**src/rtl/dmpd_pkg.sv**
```systemverilog
// ----------------------------------------------------------------------------
// dmpd_pkg
// Types and constants for the debounced multi-press detector.
// ----------------------------------------------------------------------------
`default_nettype none

package dmpd_pkg;

   localparam int CFG_WIDTH      = 16;
   localparam int CSR_IDX_WIDTH  = 8;
   localparam int REPORT_WIDTH   = 22;
   localparam int HOLD_WIDTH     = 14;
   localparam int SCALE_WIDTH    = 14;

   localparam logic [9:0]            CLEAR_DELAY_MS = 10'd500;
   localparam logic [SCALE_WIDTH-1:0] HOLD_SCALE    = 14'd10000;
   localparam logic [HOLD_WIDTH-1:0] HOLD_WRAP      = 14'd9999;

   localparam logic [CFG_WIDTH-1:0] DEBOUNCE_RESET    = 16'd50;
   localparam logic [CFG_WIDTH-1:0] TIMEOUT_RESET     = 16'd350;
   localparam logic [CFG_WIDTH-1:0] HOLD_THRESH_RESET = 16'd500;
   localparam logic [CFG_WIDTH-1:0] HOLD_UPDATE_RESET = 16'd100;

   typedef enum logic [CSR_IDX_WIDTH-1:0] {
      CSR_DEBOUNCE    = 8'd0,
      CSR_TIMEOUT     = 8'd1,
      CSR_HOLD_THRESH = 8'd2,
      CSR_HOLD_UPDATE = 8'd3
   } csr_index_type;

   typedef enum logic [2:0] {
      PH_RELEASED       = 3'd0,
      PH_MAYBE_PRESSED  = 3'd1,
      PH_PRESSED        = 3'd2,
      PH_MAYBE_RELEASED = 3'd3,
      PH_HOLD           = 3'd4,
      PH_MAYBE_UNHOLD   = 3'd5
   } phase_type;

   typedef struct packed {
      logic [CFG_WIDTH-1:0] debounce_ms;
      logic [CFG_WIDTH-1:0] multi_press_timeout_ms;
      logic [CFG_WIDTH-1:0] hold_threshold_ms;
      logic [CFG_WIDTH-1:0] hold_update_ms;
   } cfg_type;

endpackage

`default_nettype wire

```
**src/rtl/dmpd_if.sv**
```systemverilog
// ----------------------------------------------------------------------------
// dmpd interfaces
// Sample, report and register-write channels with valid/ready handshake.
// ----------------------------------------------------------------------------
`default_nettype none

interface dmpd_req_if #(parameter int TIME_WIDTH = 32);
   logic                  valid;
   logic                  ready;
   logic [TIME_WIDTH-1:0] now_ms;
   logic                  pin_level;

   modport source (output valid, output now_ms, output pin_level, input ready);
   modport sink   (input valid, input now_ms, input pin_level, output ready);
endinterface

interface dmpd_rsp_if;
   import dmpd_pkg::*;
   logic                    valid;
   logic                    ready;
   logic [REPORT_WIDTH-1:0] report_value;

   modport source (output valid, output report_value, input ready);
   modport sink   (input valid, input report_value, output ready);
endinterface

interface dmpd_csr_if;
   import dmpd_pkg::*;
   logic                     valid;
   logic                     ready;
   logic [CSR_IDX_WIDTH-1:0] index;
   logic [CFG_WIDTH-1:0]     data;

   modport source (output valid, output index, output data, input ready);
   modport sink   (input valid, input index, input data, output ready);
endinterface

`default_nettype wire

```
**src/rtl/dmpd_core.sv**
```systemverilog
// ----------------------------------------------------------------------------
// dmpd_core
// Button phases: debounce, press tally, hold reports, one sample a cycle on fire.
// ----------------------------------------------------------------------------
`default_nettype none

module dmpd_core
   import dmpd_pkg::*;
#(
   parameter int MAX_PRESSES = 255,
   parameter int TIME_WIDTH  = 32
) (
   input  wire logic                    clock,
   input  wire logic                    reset,
   input  wire logic                    fire,
   input  wire logic [TIME_WIDTH-1:0]   now_ms,
   input  wire logic                    pin_level,
   input  wire cfg_type                 cfg,
   output logic                         res_valid,
   output logic [REPORT_WIDTH-1:0]      res_value
);

   localparam int PW = $clog2(MAX_PRESSES + 1);
   localparam int MW = PW + 1 + SCALE_WIDTH;
   localparam int RW = (MW > REPORT_WIDTH) ? MW : REPORT_WIDTH;
   localparam logic [PW-1:0] PRESS_MAX = PW'(MAX_PRESSES);

   phase_type             phase_ff, phase_in;
   logic [TIME_WIDTH-1:0] start_ff, start_in;
   logic [PW-1:0]         press_ff, press_in;
   logic [HOLD_WIDTH-1:0] hold_ff, hold_in;
   logic                  clear_ff, clear_in;

   logic [TIME_WIDTH-1:0] elapsed;
   logic [TIME_WIDTH-1:0] deb, tmo, thr, upd;
   logic [HOLD_WIDTH-1:0] hold_next;
   logic [RW-1:0]         hold_report;

   always_comb begin
      elapsed   = now_ms - start_ff;
      deb       = TIME_WIDTH'(cfg.debounce_ms);
      tmo       = TIME_WIDTH'(cfg.multi_press_timeout_ms);
      thr       = TIME_WIDTH'(cfg.hold_threshold_ms);
      upd       = TIME_WIDTH'(cfg.hold_update_ms);
      // wrap the hold count back to one once it reaches the limit
      hold_next = (hold_ff + 1'b1 >= HOLD_WRAP) ? HOLD_WIDTH'(1) : hold_ff + 1'b1;
      hold_report = (RW'(press_ff) + RW'(1)) * RW'(HOLD_SCALE) + RW'(hold_next);
   end

   always_comb begin
      phase_in  = phase_ff;
      start_in  = start_ff;
      press_in  = press_ff;
      hold_in   = hold_ff;
      clear_in  = clear_ff;
      res_valid = 1'b0;
      res_value = '0;
      if (fire) begin
         unique case (phase_ff)
            PH_RELEASED: begin
               if (pin_level) begin
                  phase_in = PH_MAYBE_PRESSED;
                  start_in = now_ms;
               end else if (press_ff != '0 && elapsed > tmo) begin
                  res_valid = 1'b1;
                  res_value = REPORT_WIDTH'(press_ff);
                  press_in  = '0;
                  start_in  = now_ms;
                  clear_in  = 1'b1;
               end else if (clear_ff && elapsed > TIME_WIDTH'(CLEAR_DELAY_MS)) begin
                  res_valid = 1'b1;
                  clear_in  = 1'b0;
               end
            end
            PH_MAYBE_PRESSED: begin
               if (!pin_level && elapsed < deb) begin
                  phase_in = PH_RELEASED;
               end else if (elapsed > deb) begin
                  phase_in = PH_PRESSED;
               end
            end
            PH_PRESSED: begin
               if (!pin_level) begin
                  phase_in = PH_MAYBE_RELEASED;
                  start_in = now_ms;
               end else if (elapsed > thr) begin
                  phase_in = PH_HOLD;
               end
            end
            PH_MAYBE_RELEASED: begin
               if (pin_level && elapsed < deb) begin
                  phase_in = PH_PRESSED;
               end else if (elapsed > deb) begin
                  if (press_ff < PRESS_MAX) begin
                     press_in = press_ff + 1'b1;
                  end
                  phase_in = PH_RELEASED;
               end
            end
            PH_HOLD: begin
               if (!pin_level) begin
                  phase_in = PH_MAYBE_UNHOLD;
                  start_in = now_ms;
               end else if (elapsed > upd) begin
                  hold_in   = hold_next;
                  res_valid = 1'b1;
                  res_value = hold_report[REPORT_WIDTH-1:0];
                  start_in  = now_ms;
               end
            end
            PH_MAYBE_UNHOLD: begin
               if (pin_level && elapsed < deb) begin
                  phase_in = PH_HOLD;
               end else if (elapsed >= deb) begin
                  phase_in  = PH_RELEASED;
                  press_in  = '0;
                  hold_in   = '0;
                  res_valid = 1'b1;
               end
            end
            default: begin
               phase_in = PH_RELEASED;
            end
         endcase
      end
   end

   always_ff @(posedge clock) begin
      if (reset) begin
         phase_ff <= PH_RELEASED;
         start_ff <= '0;
         press_ff <= '0;
         hold_ff  <= '0;
         clear_ff <= 1'b1;
      end else begin
         phase_ff <= phase_in;
         start_ff <= start_in;
         press_ff <= press_in;
         hold_ff  <= hold_in;
         clear_ff <= clear_in;
      end
   end

endmodule

`default_nettype wire

```
**src/rtl/debounced_multi_press_detector_unit.sv**
```systemverilog
// A sample waits in the input register until the phase machine takes it; its
// report, if any, is registered. One sample a cycle unless the report stalls.
// A stalled report holds the output register; a second pending item stalls req.
// Reset (synchronous, active high) empties both registers, restores the default
// register values and returns the machine to released with a clear pending.
// ----------------------------------------------------------------------------
// debounced_multi_press_detector_unit
// Input register, phase machine, report register and configuration registers.
// ----------------------------------------------------------------------------
`default_nettype none

module debounced_multi_press_detector_unit
   import dmpd_pkg::*;
#(
   parameter int MAX_PRESSES = 255,
   parameter int TIME_WIDTH  = 32
) (
   input  wire logic   clock,
   input  wire logic   reset,
   dmpd_req_if.sink    req_ch,
   dmpd_rsp_if.source  rsp_ch,
   dmpd_csr_if.sink    csr_ch
);

   cfg_type cfg_ff, cfg_in;

   logic                    in_valid_ff, in_valid_in;
   logic [TIME_WIDTH-1:0]   in_now_ff;
   logic                    in_level_ff;
   logic                    out_valid_ff, out_valid_in;
   logic [REPORT_WIDTH-1:0] out_value_ff;

   logic                    advance;
   logic                    res_valid;
   logic [REPORT_WIDTH-1:0] res_value;

   assign advance      = in_valid_ff && (!out_valid_ff || rsp_ch.ready);
   assign req_ch.ready = !in_valid_ff || advance;
   assign csr_ch.ready = 1'b1;

   always_comb begin
      cfg_in = cfg_ff;
      if (csr_ch.valid) begin
         unique case (csr_ch.index)
            CSR_DEBOUNCE:    cfg_in.debounce_ms            = csr_ch.data;
            CSR_TIMEOUT:     cfg_in.multi_press_timeout_ms = csr_ch.data;
            CSR_HOLD_THRESH: cfg_in.hold_threshold_ms      = csr_ch.data;
            CSR_HOLD_UPDATE: cfg_in.hold_update_ms         = csr_ch.data;
            default:         cfg_in = cfg_ff;
         endcase
      end
      in_valid_in  = (req_ch.valid && req_ch.ready) || (in_valid_ff && !advance);
      out_valid_in = advance ? res_valid : (out_valid_ff && !rsp_ch.ready);
   end

   dmpd_core #(
      .MAX_PRESSES(MAX_PRESSES),
      .TIME_WIDTH (TIME_WIDTH)
   ) u_core (
      .clock    (clock),
      .reset    (reset),
      .fire     (advance),
      .now_ms   (in_now_ff),
      .pin_level(in_level_ff),
      .cfg      (cfg_ff),
      .res_valid(res_valid),
      .res_value(res_value)
   );

   always_ff @(posedge clock) begin
      if (reset) begin
         cfg_ff.debounce_ms            <= DEBOUNCE_RESET;
         cfg_ff.multi_press_timeout_ms <= TIMEOUT_RESET;
         cfg_ff.hold_threshold_ms      <= HOLD_THRESH_RESET;
         cfg_ff.hold_update_ms         <= HOLD_UPDATE_RESET;
         in_valid_ff                   <= 1'b0;
         out_valid_ff                  <= 1'b0;
      end else begin
         cfg_ff       <= cfg_in;
         in_valid_ff  <= in_valid_in;
         out_valid_ff <= out_valid_in;
      end
   end

   // capture a new item and the report without reset
   always_ff @(posedge clock) begin
      if (req_ch.valid && req_ch.ready) begin
         in_now_ff   <= req_ch.now_ms;
         in_level_ff <= req_ch.pin_level;
      end
      if (advance && res_valid) begin
         out_value_ff <= res_value;
      end
   end

   assign rsp_ch.valid        = out_valid_ff;
   assign rsp_ch.report_value = out_value_ff;

   a_no_result_without_fire: assert property (@(posedge clock) disable iff (reset)
      !advance |-> !res_valid)
      else $error("core produced a report without processing an item");

   a_no_report_overwrite: assert property (@(posedge clock) disable iff (reset)
      (advance && res_valid) |-> (!out_valid_ff || rsp_ch.ready))
      else $error("pending report overwritten");

   a_full_input_blocks: assert property (@(posedge clock) disable iff (reset)
      (in_valid_ff && !advance) |-> !req_ch.ready)
      else $error("input register taken while still holding an item");

endmodule

`default_nettype wire

```
**src/flat_wrapper.sv**
```systemverilog
// flat-port wrapper written by rule: the top's interface ports become plain ports
module debounced_multi_press_detector_unit_flat import dmpd_pkg::*;
#(
   parameter int MAX_PRESSES = 255,
   parameter int TIME_WIDTH  = 32
)
  (clock, reset, req_ch_valid, req_ch_now_ms, req_ch_pin_level, req_ch_ready, rsp_ch_valid, rsp_ch_report_value, rsp_ch_ready, csr_ch_valid, csr_ch_index, csr_ch_data, csr_ch_ready);
  dmpd_req_if #(.TIME_WIDTH(TIME_WIDTH)) req_ch_i ();
  dmpd_rsp_if rsp_ch_i ();
  dmpd_csr_if csr_ch_i ();
  input  wire logic clock;
  input  wire logic reset;
  input wire logic [$bits(req_ch_i.valid)-1:0] req_ch_valid;
  input wire logic [$bits(req_ch_i.now_ms)-1:0] req_ch_now_ms;
  input wire logic [$bits(req_ch_i.pin_level)-1:0] req_ch_pin_level;
  output wire logic [$bits(req_ch_i.ready)-1:0] req_ch_ready;
  output wire logic [$bits(rsp_ch_i.valid)-1:0] rsp_ch_valid;
  output wire logic [$bits(rsp_ch_i.report_value)-1:0] rsp_ch_report_value;
  input wire logic [$bits(rsp_ch_i.ready)-1:0] rsp_ch_ready;
  input wire logic [$bits(csr_ch_i.valid)-1:0] csr_ch_valid;
  input wire logic [$bits(csr_ch_i.index)-1:0] csr_ch_index;
  input wire logic [$bits(csr_ch_i.data)-1:0] csr_ch_data;
  output wire logic [$bits(csr_ch_i.ready)-1:0] csr_ch_ready;
  assign req_ch_i.valid = req_ch_valid;
  assign req_ch_i.now_ms = req_ch_now_ms;
  assign req_ch_i.pin_level = req_ch_pin_level;
  assign req_ch_ready = req_ch_i.ready;
  assign rsp_ch_valid = rsp_ch_i.valid;
  assign rsp_ch_report_value = rsp_ch_i.report_value;
  assign rsp_ch_i.ready = rsp_ch_ready;
  assign csr_ch_i.valid = csr_ch_valid;
  assign csr_ch_i.index = csr_ch_index;
  assign csr_ch_i.data = csr_ch_data;
  assign csr_ch_ready = csr_ch_i.ready;
  debounced_multi_press_detector_unit #(.MAX_PRESSES(MAX_PRESSES), .TIME_WIDTH(TIME_WIDTH)) u_core (.clock(clock), .reset(reset), .req_ch(req_ch_i), .rsp_ch(rsp_ch_i), .csr_ch(csr_ch_i));
endmodule
```
**config.mk**
```make
export PLATFORM = sky130hd
export DESIGN_NAME = debounced_multi_press_detector_unit_flat
export DESIGN_NICKNAME = d
export VERILOG_FILES = /design/src/rtl/dmpd_pkg.sv /design/src/rtl/dmpd_if.sv /design/src/rtl/dmpd_core.sv /design/src/rtl/debounced_multi_press_detector_unit.sv /design/src/flat_wrapper.sv
export SDC_FILE = /design/constraint.sdc
export NUM_CORES = 1
export LEC_CHECK = 0
export BUFFER_PORTS_ARGS = -buffer_cell sky130_fd_sc_hd__buf_2
export CAP_MARGIN = 15
export CORE_AREA = 2 2 204 206
export DETAILED_ROUTE_END_ITERATION = 6
export DIE_AREA = 0 0 206 208
export PLACE_DENSITY = 0.45
export SKIP_CTS_REPAIR_TIMING = 1
export SLEW_MARGIN = 20
export SYNTH_ARGS = -nofsm -noshare
export SYNTH_HDL_FRONTEND = slang
export SYNTH_HIERARCHICAL = 1
export SYNTH_SLANG_ARGS = --single-unit
```
**constraint.sdc**
```tcl
create_clock -name clock -period 13.3 [get_ports clock]
set_input_delay 0.665 -clock clock [delete_from_list [all_inputs] [get_ports clock]]
set_output_delay 0.665 -clock clock [all_outputs]
set_load 0.01 [all_outputs]
```
==> reports/metrics.csv <==
metric;value;unit
leakage;0.006088;uW
Post-Route WL;34510;um
DP Cell Count;2078;
YS warnings;6;
total CTS buffers;17;
# rows;74;
Non-Filler Instances;2110;
most common cell in the netlist;nor2_1;
Core ar.;40550;um^2
MaxCap Viol Count;0;
Synth top area share;18.70;%
Hold Crit Class;in2reg;
CTS tree;yes;
final worst-path cycle share;44.91;%
vias in the first global route;10330;
fin crit period;5973;ps
area of the multi-input gates;8278;um^2
Post-Syn Area;13270;um^2
root buf cell;clkbuf_16;
Placer Congestion;0.8213;
# nets final;1793;
clock skew;20.01;ps
area leader, netlist;dfxtp_1;
Total GRT Usage;16.50;%
CP max-delay cell;fa_1;
top cells by count, synth;163 x nor2_1, 157 x inv_1, 151 x ha_1, 124 x dfxtp_1, 103 x mux2i_1;
Layout area overhead;11.01;%
final antenna-violating net count;0;
Reg area;4134;um^2
Syn Inst Count;1511;
R2R Path Start;u_core/u_core/press_ff[0];
clock slew at reported path FFs;80;ps
H-tree Lvls;4;
asr flop ratio synth;0;%
Worst setup EP type;flop;
I/O pins;87;
min-delay src;req_ch_now_ms[12];
CP Max Fanout;9;
Mapped Nets;1739;
vias per inst;4.991;
Syn Area/Cell;8.783;um^2
Crit Path Category;reg2reg;
clk sinks;179;
sequential element share of the synthesized area;31.15;%
most used cell, CP;inv_1;
Max Clock Freq;167.4;MHz
Die Height;208;um
Power per Cell Area;98.78;nW/um^2
antenna violations before repair;0;
flops & latches, synth;179;
top post-synthesis cells by area;dfxtp_1 19%, ha_1 14%, edfxtp_1 12%;
EDFF count, synth;55;
final count of hold timing violations;0;
final core utilization;36.33;%
Largest stage delay, worst path;540;ps
Antenna Cells;0;
Max Root-Sink Buffers;2;
layout cell share with drive strength beyond 1;9.886;%
pin count of the biggest net entering global routing;105;
hpwl dp;26480;um
drt pass-1 iters;4;
GRT overflow;0;
synth unique cells;85;
WL/cell;16.35;um
Max VDD drop;0.09402;mV
first-pass GRT wire length;55820;um
Setup Viol. Count Final;0;
Crit path arrival time;6160;ps
outcome;finished clean;
# fillers;4246;
I/O Buffers;85;
via count;10530;
TNS Setup;0;ps
clk_lat worst skew;470;ps
CP Data Required Time;13490;ps
initial drt markers;554;
die width;206;um
# DRC;0;
Initial Utilization;32.73;%
fin. max-slew vios;0;
die area;42850;um^2
Worst Setup SP;u_core/u_core/press_ff[0];
nature of the critical path startpoint;flop;
Synth Flop Type;dfxtp_1;
crit-path cells;inv_1 > nor3_1 > and3_1 > xor2_1 > inv_1 > fa_1 > fa_1 > inv_1 > ha_1 > inv_1 > fa_1 > inv_1 > ha_1 > or2_2 > a21oi_1 > a21oi_1 > a21o_1 > a21oi_1 > xor2_1 > nor4_1 > xnor2_1 > nor2_1;
worst relative slew slack;35.99;%
unrepaired setup endpoints after global routing;no;
Worst-Margin Slew;957.9;ps
[sequential cells by signal, indices dropped and copies added (netlist names)]
signal,cells
u_core/cfg_ff,64
u_core/in_now_ff,32
u_core/u_core/start_ff,32
u_core/rsp_ch.report_value,22
u_core/u_core/hold_ff,14
u_core/u_core/press_ff,8
u_core/u_core/phase_ff,3
u_core/in_level_ff,1
u_core/in_valid_ff,1
u_core/rsp_ch.valid,1
u_core/u_core/clear_ff,1
[final timing paths]
path	to	slack [ps]	cells after the start
worst min register to register	u_core/u_core/clear_ff	460	2
worst max-delay path	u_core/rsp_ch.report_value[21]	7330	22
worst min-delay path	u_core/in_now_ff[12]	380	1
worst max register to register	u_core/rsp_ch.report_value[21]	7330	22
[kinds of logic (layout without fill, tap and decap cells)]
kind of cell | count (synthesis) | after routing | share of synthesized area (%)
compound gates | 273 | 273 | 13.86
xor+xnor | 69 | 69 | 4.554
fa+ha+maj | 166 | 166 | 16.50
buf+inv | 217 | 284 | 6.656
flops | 179 | 179 | 31.15
mux | 104 | 104 | 7.853
other cells | 1 | 1 | 0.02826
simple gates | 502 | 502 | 19.40
[power by group]
group	internal, uW	switching, uW
clock	274	236
sequential	578	11.5
combinational	139	217
total	991	464
[area by class of cell]
class	instances	area share (%)
Clock buffer	21	3.193
Clock inverter	11	0.6794
Inverter	159	4.051
Multi-Input combinational cell	1115	56.19
Sequential cell	179	28.06
Tap cell	532	4.518
Timing Repair Buffer	93	3.312
[critical path, delay by kind of cell (launching register included)]
| kind | cells | cell delay [ps] |
|---|---|---|
| compound gates | 4 | 600 |
| buf+inv | 5 | 470 |
| simple gates | 5 | 1350 |
| fa+ha+maj | 5 | 2150 |
| flops | 1 | 520 |
| xor+xnor | 3 | 600 |
[placed cells by master (no fill, tap or decap), types with 5 or more instances in the layout]
master     count
nand3_1       31
and2_1         5
nand4_1       28
and3_1         9
o21a_1        14
nor2b_1       20
nor3_1        27
or3_1         14
fa_1          15
xor2_1        27
o22ai_1        7
o21ai_0       44
a21oi_1       84
o21ai_1        8
nand2b_1      73
o31ai_1        8
o21bai_1       5
a31oi_1        8
ha_1         151
o31a_1         5
o211ai_1      16
edfxtp_1      55
buf_2         84
clkbuf_16     17
nor2_1       162
a211oi_1      12
nand2_1       77
mux2i_1      103
dfxtp_1      124
a21oi_2        5
xnor2_1       42
or4_1          8
nor4_1        14
buf_4          9
inv_1        157
a21o_1        12
or2_2          5
[metrics by stage]
stage	area [um^2]	hold WS [ps]	total power (uW)	setup slack (ps)
after global routing	14730	349.9	1539	6820
after CTS	14730	346.3	1474	7331
after floorplan	13270	431.1	851.4	7728
final	14730	379.3	1455	7327
after global placement	14160	447.0	955.8	7434
after detailed placement	14160	451.5	955.4	7379
[routing by layer]
metal | global-route usage, % | up-vias | share of wire [%]
met5 | 0 | - | 0
met4 | 5.419 | 0 | 1.9
met3 | 2.193 | 34 | 2.8
met2 | 26.04 | 176 | 45
met1 | 23.11 | 4922 | 50
li1 | - | 5400 | -
Note: power is estimated with default switching activity, not from simulation.
